[config.mk]
export PLATFORM = sky130hd
export DESIGN_NAME = key_hold_time_table_core
export DESIGN_NICKNAME = d
export VERILOG_FILES = /design/src/hw/rtl/khtt_pkg.sv /design/src/hw/rtl/key_hold_time_table_core.sv /design/src/hw/rtl/khtt_ram.sv
export SDC_FILE = /design/constraint.sdc
export NUM_CORES = 1
export LEC_CHECK = 0
export BUFFER_PORTS_ARGS = -buffer_cell sky130_fd_sc_hd__buf_2
export CAP_MARGIN = 10
export CELL_PAD_IN_SITES_DETAIL_PLACEMENT = 1
export CELL_PAD_IN_SITES_GLOBAL_PLACEMENT = 1
export CORE_UTILIZATION = 34
export CTS_CLUSTER_DIAMETER = 200
export DETAILED_ROUTE_END_ITERATION = 6
export GPL_ROUTABILITY_DRIVEN = 0
export GPL_TIMING_DRIVEN = 0
export PLACE_DENSITY_LB_ADDON = 0.1
export SETUP_SLACK_MARGIN = 0.1
export SLEW_MARGIN = 20
export SYNTH_ARGS = -nofsm -noshare
export SYNTH_HDL_FRONTEND = slang
export SYNTH_SLANG_ARGS = --single-unit
[constraint.sdc]
create_clock -name clk -period 5.5 [get_ports clk]
set_input_delay 0.825 -clock clk [delete_from_list [all_inputs] [get_ports clk]]
set_output_delay 0.825 -clock clk [all_outputs]
set_load 0.1 [all_outputs]
[src/hw/rtl/khtt_pkg.sv]
// Shared types and codes for the key hold time table.
package khtt_pkg;

  localparam int MODE_W     = 2;
  localparam int KEY_CODE_W = 8;
  localparam int NOW_W      = 32;
  localparam int STATUS_W   = 3;
  localparam int HOLD_W     = 32;
  localparam int COUNT_W    = 5;

  localparam logic [MODE_W-1:0] MODE_PRESS   = 2'd0;
  localparam logic [MODE_W-1:0] MODE_RELEASE = 2'd1;
  localparam logic [MODE_W-1:0] MODE_QUERY   = 2'd2;

  localparam logic [STATUS_W-1:0] STAT_INSERTED  = 3'd0;
  localparam logic [STATUS_W-1:0] STAT_DUPLICATE = 3'd1;
  localparam logic [STATUS_W-1:0] STAT_FULL      = 3'd2;
  localparam logic [STATUS_W-1:0] STAT_RELEASED  = 3'd3;
  localparam logic [STATUS_W-1:0] STAT_NOT_FOUND = 3'd4;
  localparam logic [STATUS_W-1:0] STAT_PRESENT   = 3'd5;

  typedef enum logic [1:0] {
    ST_IDLE,
    ST_SCAN,
    ST_EXEC
  } state_t;

endpackage

[src/hw/rtl/key_hold_time_table_core.sv]
// Top level of the key hold time table: held keys with their press times.
//
// Each beat on the input is a press, a release or a presence query for one key. Keys and
// press times live in one slot memory with a single read port; per-slot valid bits sit in
// flops and are cleared by reset, so no clearing pass is needed. An accepted item scans
// the slot memory one entry per cycle, stopping early on a hit, then updates the table
// and loads the result register. The input stalls while an item is scanned and executed;
// a new item is taken only in the idle state, once the last one has loaded its result.
// A new item is taken while a finished result still waits at the output. held_count
// reports the number of keys held after the item.
module key_hold_time_table_core
  import khtt_pkg::*;
#(
  parameter int ENTRIES   = 16,
  parameter int KEY_BITS  = 8,
  parameter int TIME_BITS = 32
) (
  input  logic                  clk,
  input  logic                  rst_n,
  input  logic                  in_valid,
  output logic                  in_stall,
  input  logic [MODE_W-1:0]     in_mode,
  input  logic [KEY_CODE_W-1:0] in_key_code,
  input  logic [NOW_W-1:0]      in_now,
  output logic                  out_valid,
  input  logic                  out_stall,
  output logic [STATUS_W-1:0]   out_status,
  output logic [HOLD_W-1:0]     out_hold_time,
  output logic [COUNT_W-1:0]    out_held_count
);

  localparam int AW = (ENTRIES > 1) ? $clog2(ENTRIES) : 1;
  localparam int CW = $clog2(ENTRIES + 1);
  localparam int DW = KEY_BITS + TIME_BITS;
  localparam logic [AW-1:0] LAST_IDX = AW'(ENTRIES - 1);

  state_t state_r, state_nxt;

  logic [MODE_W-1:0]    mode_r;
  logic [KEY_BITS-1:0]  key_r;
  logic [TIME_BITS-1:0] now_r;

  logic [AW-1:0] idx_r;
  logic [AW-1:0] cidx_r;
  logic          rd_vld_r;
  logic          issued_all_r;
  logic          hit_r;
  logic [AW-1:0] hit_idx_r;
  logic [TIME_BITS-1:0] hit_time_r;
  logic          free_found_r;
  logic [AW-1:0] free_idx_r;

  logic [ENTRIES-1:0] valid_r;
  logic [ENTRIES-1:0] valid_nxt;
  logic [CW-1:0]      cnt_r;
  logic [CW-1:0]      cnt_nxt;

  logic                out_valid_r;
  logic [STATUS_W-1:0] out_status_r;
  logic [HOLD_W-1:0]   out_hold_r;
  logic [COUNT_W-1:0]  out_count_r;

  // control strobes
  logic accept;
  logic issue;
  logic exec_fire;

  // scan compare
  logic [DW-1:0]        rdata;
  logic [KEY_BITS-1:0]  rd_key;
  logic [TIME_BITS-1:0] rd_time;
  logic                 cmp_live;
  logic                 cmp_hit;
  logic                 cmp_free;
  logic                 scan_done;

  // execute
  logic                     ram_we;
  logic [STATUS_W-1:0]      status_c;
  logic [TIME_BITS-1:0]     hold_c;
  logic [TIME_BITS-1:0]     diff;
  logic [TIME_BITS+HOLD_W-1:0] hold_ext;
  logic [CW+COUNT_W-1:0]    cnt_ext;

  logic [KEY_BITS+KEY_CODE_W-1:0] key_ext;
  logic [TIME_BITS+NOW_W-1:0]     now_ext;
  logic [KEY_BITS-1:0]            key_in;
  logic [TIME_BITS-1:0]           now_in;

  assign key_ext = {{KEY_BITS{1'b0}}, in_key_code};
  assign key_in  = key_ext[KEY_BITS-1:0];
  assign now_ext = {{TIME_BITS{1'b0}}, in_now};
  assign now_in  = now_ext[TIME_BITS-1:0];

  khtt_ram #(
    .WIDTH (DW),
    .DEPTH (ENTRIES)
  ) u_slot_ram (
    .clk   (clk),
    .we    (ram_we),
    .waddr (free_idx_r),
    .wdata ({key_r, now_r}),
    .raddr (idx_r),
    .rdata (rdata)
  );

  assign rd_key  = rdata[DW-1:TIME_BITS];
  assign rd_time = rdata[TIME_BITS-1:0];

  // read data belongs to cidx_r, issued in the previous cycle
  assign cmp_live  = (state_r == ST_SCAN) && rd_vld_r;
  assign cmp_hit   = cmp_live && valid_r[cidx_r] && (rd_key == key_r);
  assign cmp_free  = cmp_live && !valid_r[cidx_r];
  assign scan_done = cmp_live && (cmp_hit || (cidx_r == LAST_IDX));

  // next state
  always_comb begin
    state_nxt = state_r;
    case (state_r)
      ST_IDLE: begin
        if (in_valid) begin
          state_nxt = ST_SCAN;
        end
      end
      ST_SCAN: begin
        if (scan_done) begin
          state_nxt = ST_EXEC;
        end
      end
      ST_EXEC: begin
        if (!out_valid_r || !out_stall) begin
          state_nxt = ST_IDLE;
        end
      end
      default: state_nxt = ST_IDLE;
    endcase
  end

  // state outputs
  always_comb begin
    in_stall  = 1'b1;
    accept    = 1'b0;
    issue     = 1'b0;
    exec_fire = 1'b0;
    case (state_r)
      ST_IDLE: begin
        in_stall = 1'b0;
        accept   = in_valid;
      end
      ST_SCAN: begin
        issue = !issued_all_r;
      end
      ST_EXEC: begin
        exec_fire = !out_valid_r || !out_stall;
      end
      default: ;
    endcase
  end

  assign diff = now_r - hit_time_r;

  // table update and result
  always_comb begin
    valid_nxt = valid_r;
    cnt_nxt   = cnt_r;
    ram_we    = 1'b0;
    hold_c    = '0;
    status_c  = STAT_NOT_FOUND;
    case (mode_r)
      MODE_PRESS: begin
        if (hit_r) begin
          status_c = STAT_DUPLICATE;
        end else if (!free_found_r) begin
          status_c = STAT_FULL;
        end else begin
          status_c              = STAT_INSERTED;
          ram_we                = exec_fire;
          valid_nxt[free_idx_r] = 1'b1;
          cnt_nxt               = cnt_r + CW'(1);
        end
      end
      MODE_RELEASE: begin
        if (hit_r) begin
          status_c             = STAT_RELEASED;
          hold_c               = diff;
          valid_nxt[hit_idx_r] = 1'b0;
          cnt_nxt              = cnt_r - CW'(1);
        end
      end
      MODE_QUERY: begin
        status_c = hit_r ? STAT_PRESENT : STAT_NOT_FOUND;
      end
      default: begin
        status_c = hit_r ? STAT_PRESENT : STAT_NOT_FOUND;
      end
    endcase
  end

  assign hold_ext = {{HOLD_W{1'b0}}, hold_c};
  assign cnt_ext  = {{COUNT_W{1'b0}}, cnt_nxt};

  always_ff @(posedge clk) begin
    if (!rst_n) begin
      state_r      <= ST_IDLE;
      valid_r      <= '0;
      cnt_r        <= '0;
      out_valid_r  <= 1'b0;
      rd_vld_r     <= 1'b0;
      issued_all_r <= 1'b0;
      hit_r        <= 1'b0;
      free_found_r <= 1'b0;
    end else begin
      state_r <= state_nxt;
      if (accept) begin
        rd_vld_r     <= 1'b0;
        issued_all_r <= 1'b0;
        hit_r        <= 1'b0;
        free_found_r <= 1'b0;
      end else begin
        rd_vld_r <= issue;
        if (issue && (idx_r == LAST_IDX)) begin
          issued_all_r <= 1'b1;
        end
        if (cmp_hit) begin
          hit_r <= 1'b1;
        end
        if (cmp_free) begin
          free_found_r <= 1'b1;
        end
      end
      if (exec_fire) begin
        valid_r     <= valid_nxt;
        cnt_r       <= cnt_nxt;
        out_valid_r <= 1'b1;
      end else if (!out_stall) begin
        out_valid_r <= 1'b0;
      end
    end
  end

  // payload and scan pointers
  always_ff @(posedge clk) begin
    if (accept) begin
      mode_r <= in_mode;
      key_r  <= key_in;
      now_r  <= now_in;
      idx_r  <= '0;
    end else if (issue) begin
      idx_r <= idx_r + AW'(1);
    end
    cidx_r <= idx_r;
    if (cmp_hit) begin
      hit_idx_r  <= cidx_r;
      hit_time_r <= rd_time;
    end
    // keep the lowest free slot
    if (cmp_free && !free_found_r) begin
      free_idx_r <= cidx_r;
    end
    if (exec_fire) begin
      out_status_r <= status_c;
      out_hold_r   <= hold_ext[HOLD_W-1:0];
      out_count_r  <= cnt_ext[COUNT_W-1:0];
    end
  end

  assign out_valid      = out_valid_r;
  assign out_status     = out_status_r;
  assign out_hold_time  = out_hold_r;
  assign out_held_count = out_count_r;

endmodule

[src/hw/rtl/khtt_ram.sv]
// Generic single-port-write, single-port-read RAM with registered read data.
module khtt_ram #(
  parameter int WIDTH = 40,
  parameter int DEPTH = 16
) (
  input  logic                                     clk,
  input  logic                                     we,
  input  logic [((DEPTH > 1) ? $clog2(DEPTH) : 1)-1:0] waddr,
  input  logic [WIDTH-1:0]                         wdata,
  input  logic [((DEPTH > 1) ? $clog2(DEPTH) : 1)-1:0] raddr,
  output logic [WIDTH-1:0]                         rdata
);

  logic [WIDTH-1:0] mem [DEPTH];
  logic [WIDTH-1:0] rdata_r;

  always_ff @(posedge clk) begin
    if (we) begin
      mem[waddr] <= wdata;
    end
    rdata_r <= mem[raddr];
  end

  assign rdata = rdata_r;

endmodule

---- Word-level counts from Yosys, hierarchy flattened ----
Memory sizes are Yosys's and may differ from the RTL's. A register that Yosys moved wholly into a read port is not among the register bits.
Cells that the tools add are included.
storage, ports and cells
  flip-flop bits (word level) ............. 158
  latch bits .............................. 0
  RAM bits ................................ 640
  ROM bits ................................ 0
  input bits .............................. 46
  memories kept ........................... 1
memory list
  memory          words  bits a word  read ports  clocked after memory_dff  wr ports  RTL line        RTL
  u_slot_ram.mem  16     40           1           1                         1         khtt_ram.sv:14  logic [WIDTH-1:0] mem [DEPTH];
operators by class
  add/sub/neg operators ................... 4
  multipliers ............................. 0
  div/mod/pow operators ................... 0
  $lt $le $gt $ge ......................... 5
  eq/ne operators ......................... 13
  shift operators ......................... 0
  multiplexer cells ....................... 34
  bitwise logic cells ..................... 4
  reduce and logical (&&, ||, !) cells .... 23
operator list
  operator                                                            count
  two-way mux 16 bit                                                  3
  one-hot mux 16 bit (2 select lines)                                 1
  subtractor 32 bit                                                   1
  bitwise AND 16 bit                                                  1
  inverter 16 bit                                                     1
  bitwise OR 16 bit                                                   1
  less-than comparator 4 x 5 -> 1 bit (second input constant)         3
  two-way mux 1 bit                                                   15
  two-way mux 5 bit                                                   3
  != test 2 bit (second input constant)                               6
  two-way mux 2 bit                                                   5
  one-hot mux 5 bit (2 select lines)                                  1
  logical AND 1 bit                                                   9
  demux 1 bit (select 4 bit)                                          2
  equality test 4 bit (second input constant)                         2
  equality test 8 bit                                                 1
  greater-or-equal comparator 4 x 1 -> 1 bit (second input constant)  2
  one-hot mux 2 bit (3 select lines)                                  1
  one-hot mux 3 bit (2 select lines)                                  1
  adder 5 x 1 -> 5 bit (second input constant)                        1
  logical NOT 1 bit                                                   5
  AND reduction 5 bit                                                 1
  subtractor 5 x 1 -> 5 bit (second input constant)                   1
  adder 4 x 1 -> 4 bit (second input constant)                        1
  other kinds (12)                                                    15

---- Logic depth before layout (Yosys ltp) ----
Gate-level depths: netlist of run 1.
  depth in word-level cells ............... 8
  gate-level depth with buffers ........... 11

---- Modules after synthesis ----
A second synthesis of run 1 with hierarchy kept.
second synthesis, totals
  cells, all modules ...................... 1705
  area total of the unflattened synthesis .. 32641.3 µm²
modules (own cells, without submodules)
  module                    times used  cells an instance  area each (µm²)  seq. area each (µm²)
  khtt_ram                  1           1040               25132.9          20019.2
  key_hold_time_table_core  1           665                7508.5           4384.2

---- Least setup slack after synthesis of run 1 ----
Ideal clock, no wire load.
  path type ............................... input to register
  from .................................... in out_stall
  to ...................................... mem u_slot_ram.mem[12][0], enable pin
  arrival ................................. 4.106 ns
  path slack .............................. 0.907 ns
  stages .................................. 5
  cell sequence ........................... nand2_1 -> and3_1 -> buf_2 -> nand3_1 -> nor3_1
on the way
  cells in the longest elaborated chain, start to end .. 8
RTL lines
  item                                     RTL line                         RTL
  from (decl)                              key_hold_time_table_core.sv:26   input logic out_stall,
  logical NOT 1 bit                        n/a
  logical OR 1 bit                         key_hold_time_table_core.sv:154  exec_fire = !out_valid_r || !out_stall;
  two-way mux 1 bit                        key_hold_time_table_core.sv:145  case (state_r)
  two-way mux 1 bit                        key_hold_time_table_core.sv:173  end else if (!free_found_r) begin
  two-way mux 1 bit                        key_hold_time_table_core.sv:171  if (hit_r) begin
  two-way mux 1 bit                        key_hold_time_table_core.sv:169  case (mode_r)
  two-way mux 1 bit                        khtt_ram.sv:18                   if (we) begin
  two-way mux 1 bit (not written as such)  khtt_ram.sv:19                   mem[waddr] <= wdata;
  to (decl)                                khtt_ram.sv:14
Every way passes these cells.

---- Worst setup path in the final report of run 1 ----
  from .................................... reg now_r[1]
  to ...................................... reg out_hold_r[28], in the netlist out_hold_time[28] (data pin)
on the way
  cells in the longest elaborated chain, start to end .. 1
RTL lines
  item                    RTL line                         RTL
  from (decl)             key_hold_time_table_core.sv:41   logic [TIME_BITS-1:0] now_r;
  from (signal assigned)  key_hold_time_table_core.sv:246  now_r <= now_in;
  subtractor 32 bit       key_hold_time_table_core.sv:160  assign diff = now_r - hit_time_r;
  to (signal assigned)    key_hold_time_table_core.sv:262  out_hold_r <= hold_ext[HOLD_W-1:0];
  to (decl)               key_hold_time_table_core.sv:60   logic [HOLD_W-1:0] out_hold_r;
Every way passes these cells.
A chain may end at the register's enable or synchronous reset.

==> results.json, run 1 <==
{
  "synth.yosys.warnings": 0,
  "setup_viol": 0,
  "clock_latency_ns": 0.66,
  "worstPathRequired_ns": 5.87,
  "rows": 112,
  "cts.sinks": 838,
  "p_per_area_nw_per_um2": 368,
  "clock.fmax_ghz": 0.251,
  "netlist_instances": 1610,
  "cts_resized": 0,
  "worst_hold_path_type": "input port to register",
  "fin_util": 0.415,
  "syn-num-nets": 1691,
  "synth_fa_ha_area_frac": 0.0137,
  "synthFlopType": "edfxtp_1",
  "syn_to_final_growth_pct": 20.0,
  "gr-total-overflow": 0,
  "antennaDiodeCount": 0,
  "dieArea_um2": 96600,
  "synth.mux.area_fraction": 0.144,
  "io_pins": 88,
  "dr.pass1.iters": 5,
  "clk_pin_slew_worst_paths_ns": 0.06,
  "grt_max_degree": 46,
  "drive_above_1_share": 0.296,
  "ir_worst_vdd_mv": 0.219,
  "cts_max_level": 3,
  "grt_pass1_vias": 17700,
  "slew_headroom": 0.252,
  "cp.arrival_ns": 4.35,
  "clockBufferDepth": 3,
  "multi_input_area_um2": 7680,
  "yosysSeqAreaShare": 0.753,
  "num_vias": 16200,
  "routedWlPerCell_um": 27.3,
  "cts-buffers-inserted": 94,
  "die_w_um": 311,
  "netlist_top_cells_count": "762 x edfxtp_1, 201 x mux4_2, 87 x nor2_1",
  "cts.hold.buffers_added": 0,
  "rsz0062_at_grt": "no",
  "worst_pin_slew_ns": 1.12,
  "synth_area_um2": 32400,
  "grt_util_all_layers": 0.183,
  "synth_top_family_by_area": "multiplexers",
  "synth-simple-area-share": 0.0346,
  "synth_area_leaders": "edfxtp_1 71%, mux4_2 14%, dfxtp_1 4.7%",
  "synth_top_area_frac": 0.706,
  "skew_ns": 0.0189,
  "wl_um": 87400,
  "synth_top_area_cell": "edfxtp_1",
  "period_share": 0.725,
  "drv_cap": 0,
  "fill_cells": 9010,
  "core_area_um2": 93900,
  "worstSetupPathType": "register to register",
  "ant_nets": 0,
  "status": "finished, final reports clean",
  "drc": 0,
  "grt_pass1_wl_um": 127000,
  "cts_setup_buffers": 0,
  "port_buffers": 87,
  "synth-async-reset-ratio": 0,
  "regArea_um2": 24400,
  "slew_violations": 0,
  "fin_nets": 1952,
  "initial_core_util": 0.345,
  "dpl.hpwl_um": 58200,
  "synth.avg_cell_area_um2": 20.1,
  "hold_path_depth": 1,
  "ff2ff_path_depth": 10,
  "cts_tree": "yes",
  "first_iter_violations": 996,
  "synth_xor_area_frac": 0.00999,
  "die_y_um": 311,
  "ys_ff_latch": 838,
  "synth-edff-count": 762,
  "min_period_ns": 3.99,
  "synth_compound_area_frac": 0.0315,
  "crit_path_end_kind": "register",
  "yosysMostFrequentCell": "edfxtp_1",
  "antenna_found_initial": 2,
  "place_area_um2": 35900,
  "leakage_nw": 12.8,
  "finalInstanceArea_um2": 38900,
  "cp-start-kind": "register",
  "yosysUniqueCellTypes": 66,
  "cts_root_buf": "clkbuf_16",
  "crit_path_max_fanout": 18,
  "hold_viol": 0,
  "viasPerCell": 5.06
}
[cell families after synthesis]
kind of cell / count (synthesis)
buf+inv: 115
xor+xnor: 37
flops: 838
compound gates: 146
fa+ha+maj: 35
mux: 207
simple gates: 232
[where the power goes]
group	internal, mW	total, mW	switching (mW)
Combinational	0.483	1.00	0.518
Clock	3.57	6.15	2.58
Sequential	7.05	7.16	0.115
Total	11.1	14.3	3.21
[per-stage QoR]
stage / hold WS [ns] / power, mW / setup TNS [ns] / setup slack (ns) / instances
4_1_cts: 0.280 / 14.5 / 0 / 1.42 / 3203
3_3_place_gp: 0.334 / 8.30 / -1257.07 / -4.46 / 2951
6_report: 0.337 / 14.3 / 0 / 1.51 / 3203
2_1_floorplan: 0.329 / 7.94 / 0 / 0.907 / 1610
5_1_grt: 0.293 / 14.8 / 0 / 1.25 / 3203
3_5_place_dp: 0.338 / 8.33 / 0 / 1.44 / 3029
[flip-flops by register name, summed over array words and instances (netlist names), 2 cells and up]
name / cells
u_slot_ram.mem: 640
u_slot_ram.rdata: 40
hit_time_r: 32
now_r: 32
out_hold_time: 32
valid_r: 16
key_r: 8
cnt_r: 5
out_held_count: 5
cidx_r: 4
free_idx_r: 4
hit_idx_r: 4
idx_r: 4
out_status: 3
mode_r: 2
state_r: 2
[path summary, 6_finish.rpt]
check                                            from  slack, ns                              end
worst min-delay path                       in_now[26]       0.34              now_r[26]$_DFFE_PP_
worst max-delay path               now_r[1]$_DFFE_PP_       1.51  out_hold_time[28]$_SDFFCE_PN0P_
worst min register to register  idx_r[2]$_SDFFE_PP0P_       0.35                cidx_r[2]$_DFF_P_
worst max register to register     now_r[1]$_DFFE_PP_       1.51  out_hold_time[28]$_SDFFCE_PN0P_
[cells in the final DEF (no fill, tap or decap), drive strengths merged, types with 3 or more instances in the layout]
cell	n
a211oi	8
a21boi	3
a21o	13
a21oi	39
a22o	4
a31oi	7
and2	5
and3	6
buf	193
bufinv	6
clkbuf	167
clkinv	33
dfxtp	76
edfxtp	762
ha	34
inv	53
mux4	205
nand2	47
nand2b	12
nand3	13
nand3b	5
nand4	10
nor2	88
nor2b	5
nor3	17
nor4	3
o211ai	5
o21a	7
o21ai	28
o221a	12
o31ai	6
or2	7
or3	6
xnor2	21
xor2	16
[layer usage]
layer | track usage | routed length, um | vias up
met5 | 0 | 0 | -
met4 | 0.0424 | 1570 | 0
met3 | 0.0273 | 2570 | 96
met2 | 0.316 | 44700 | 281
met1 | 0.242 | 38500 | 8732
li1 | - | - | 7111
[cell type report]
type / count / area share
tap: 1254 / 0.0403
multi-input combinational: 657 / 0.197
sequential: 838 / 0.627
inverter: 48 / 0.00469
clock inverter: 46 / 0.0113
buffer: 67 / 0.00752
timing repair buffer: 165 / 0.0458
clock buffer: 128 / 0.0661
[worst max-delay path, stage by stage (launching register included)]
cell and delay (ns):
edfxtp_1 0.85, inv_1 0.15, fa_1 0.48, nand2b_1 0.21
a211oi_2 0.35, o2111ai_1 0.41, a311oi_1 0.58, o21ai_0 0.17
a21boi_0 0.28, o21a_1 0.15, nor3_1 0.05
Note: power is estimated with default switching activity, not from simulation.
==> run 2: changes to the inputs <==
Settings changed: ABC_AREA set to 1.
Clock period 5.5 ns to 3.75 ns, I/O delays scaled along.
==> results.json, run 2 <==
{
  "crit_path_end_kind": "register",
  "synth_area_leaders": "edfxtp_1 69%, o21ai_0 5.5%, nor2_1 4.6%",
  "crit_buf_inv": 2,
  "final.setup.tns_ns": 0,
  "grt_pass1_wl_um": 162000,
  "skew_ns": 0.0305,
  "synth.yosys.warnings": 0,
  "status": "finished, final reports clean",
  "gr-total-overflow": 0,
  "rows": 114,
  "fin_util": 0.410,
  "fill_cells": 10100,
  "yosysMostFrequentCell": "edfxtp_1",
  "largest_reg_flops": 640,
  "first_iter_violations": 1843,
  "netlist_instances": 2630,
  "crit_path_max_fanout": 17,
  "dr.pass1.iters": 5,
  "cts_max_level": 3,
  "die_w_um": 314,
  "dieArea_um2": 98900,
  "io_pins": 88,
  "wl_um": 113000,
  "worst_hold_path_type": "input port to register",
  "cts_tree": "yes",
  "die_y_um": 314,
  "ir_worst_vdd_mv": 0.347,
  "synth-async-reset-ratio": 0,
  "worstSetupPathType": "register to register",
  "synth.avg_cell_area_um2": 12.6,
  "final_common_cell": "edfxtp_1",
  "yosysSeqAreaShare": 0.735,
  "dpl.hpwl_um": 79100,
  "crit_family": "compound AO/OA/AOI/OAI gates",
  "grt_util_all_layers": 0.228,
  "critical_path.cell_chain": "inv_1 > ha_1 > fa_1 > inv_1 > nand2_1 > a21oi_2 > a21oi_1 > o21ai_2 > nand3_1 > a21oi_1 > nor2_1",
  "slew_headroom": 0.266,
  "period_share": 0.905,
  "regArea_um2": 24400,
  "core_area_um2": 96700,
  "cts_setup_buffers": 0,
  "clockBufferDepth": 3,
  "leakage_nw": 13.6,
  "clock.fmax_ghz": 0.295,
  "synth_top_area_cell": "edfxtp_1",
  "slowest_stage": "edfxtp_1",
  "grt_pass1_vias": 23600,
  "clock_latency_ns": 0.68,
  "drv_cap": 0,
  "cp-start-kind": "register",
  "worstPathRequired_ns": 4.17,
  "ys_ff_latch": 838,
  "cts_resized": 0,
  "synthFlopType": "edfxtp_1",
  "hold_viol": 0,
  "cts.hold.buffers_added": 0,
  "fin_nets": 2957,
  "cp.arrival_ns": 3.82,
  "synth_area_um2": 33200,
  "setup_viol": 0,
  "multi_input_area_um2": 7860,
  "syn_to_final_growth_pct": 19.6,
  "min_period_ns": 3.39,
  "top_register": "u_slot_ram.mem",
  "routedWlPerCell_um": 26.6,
  "cts.sinks": 838,
  "mostFrequentLayoutCells": "762 x edfxtp_1, 405 x nor2_1, 367 x o21ai_0, 237 x nand2_1, 129 x inv_1",
  "num_vias": 22400,
  "ant_nets": 0,
  "drc": 0,
  "holdWs_ns": 0.0608,
  "synth_top_area_frac": 0.689,
  "syn-num-nets": 2711,
  "clk_pin_slew_worst_paths_ns": 0.06,
  "port_buffers": 87,
  "synth-edff-count": 762,
  "viasPerCell": 5.29,
  "cts-buffers-inserted": 94,
  "drive_above_1_share": 0.128,
  "initial_core_util": 0.343,
  "rsz0062_at_grt": "no",
  "grt_max_degree": 29,
  "p_per_area_nw_per_um2": 567,
  "worst_pin_slew_ns": 1.10,
  "cts_root_buf": "clkbuf_16",
  "cpPeakStageDelay_ns": 0.68,
  "antenna_found_initial": 3,
  "netlist_top_cells_count": "762 x edfxtp_1, 407 x nor2_1, 367 x o21ai_0",
  "yosysUniqueCellTypes": 52,
  "slew_violations": 0
}
## run 2: kinds of logic after synthesis
logic type	Yosys count	synth area share
buf+inv	275	0.0338
xor+xnor	11	0.00290
simple gates	806	0.0991
compound gates	665	0.116
fa+ha+maj	35	0.0134
flops	838	0.735
## run 2: report_power, final
group | internal [mW] | total, mW | switching (mW)
clock | 5.89 | 9.74 | 3.85
sequential | 10.4 | 10.6 | 0.203
combinational | 0.541 | 2.16 | 1.62
## run 2: final timing paths
check / start / depth (start not counted) / slack [ns] / endpoint
worst max-delay path: now_r[0]$_DFFE_PP_ / 11 / 0.36 / out_hold_time[30]$_SDFFCE_PN0P_
worst min-delay path: in_now[12] / 1 / 0.06 / now_r[12]$_DFFE_PP_
worst max register to register: now_r[0]$_DFFE_PP_ / 11 / 0.36 / out_hold_time[30]$_SDFFCE_PN0P_
worst min register to register: idx_r[2]$_SDFFE_PP0P_ / 0 / 0.36 / cidx_r[2]$_DFF_P_
## run 2: layer usage
| layer | wire length [um] | GRT usage |
|---|---|---|
| met1 | 51000 | 0.311 |
| met2 | 53800 | 0.377 |
| met3 | 4880 | 0.0300 |
| met4 | 3030 | 0.0733 |
| met5 | 0 | 0 |
## run 2: cell type report
| cell class | instances | share of cell area |
|---|---|---|
| diodes | 2 | 0.000126 |
| plain buffers | 137 | 0.0152 |
| clock buffers | 113 | 0.0637 |
| clock inverters | 63 | 0.0185 |
| inverters | 138 | 0.0132 |
| multi-input cells | 1517 | 0.198 |
| flip-flops and latches | 838 | 0.615 |
| well taps | 1276 | 0.0402 |
| repair buffers | 150 | 0.0362 |
## run 2: stage by stage
| stage | worst slack (ns) | total power [mW] | std cells | instance area (um^2) |
|---|---|---|---|---|
| global placement | -3.30 | 12.9 | 3993 | 35400 |
| finish | 0.357 | 22.5 | 4234 | 39700 |
| global route | 0.125 | 23.2 | 4232 | 39700 |
| detailed placement | 0.304 | 12.9 | 4056 | 36400 |
| CTS | 0.427 | 22.7 | 4232 | 39700 |
| floorplan | -0.125 | 11.8 | 2630 | 33300 |
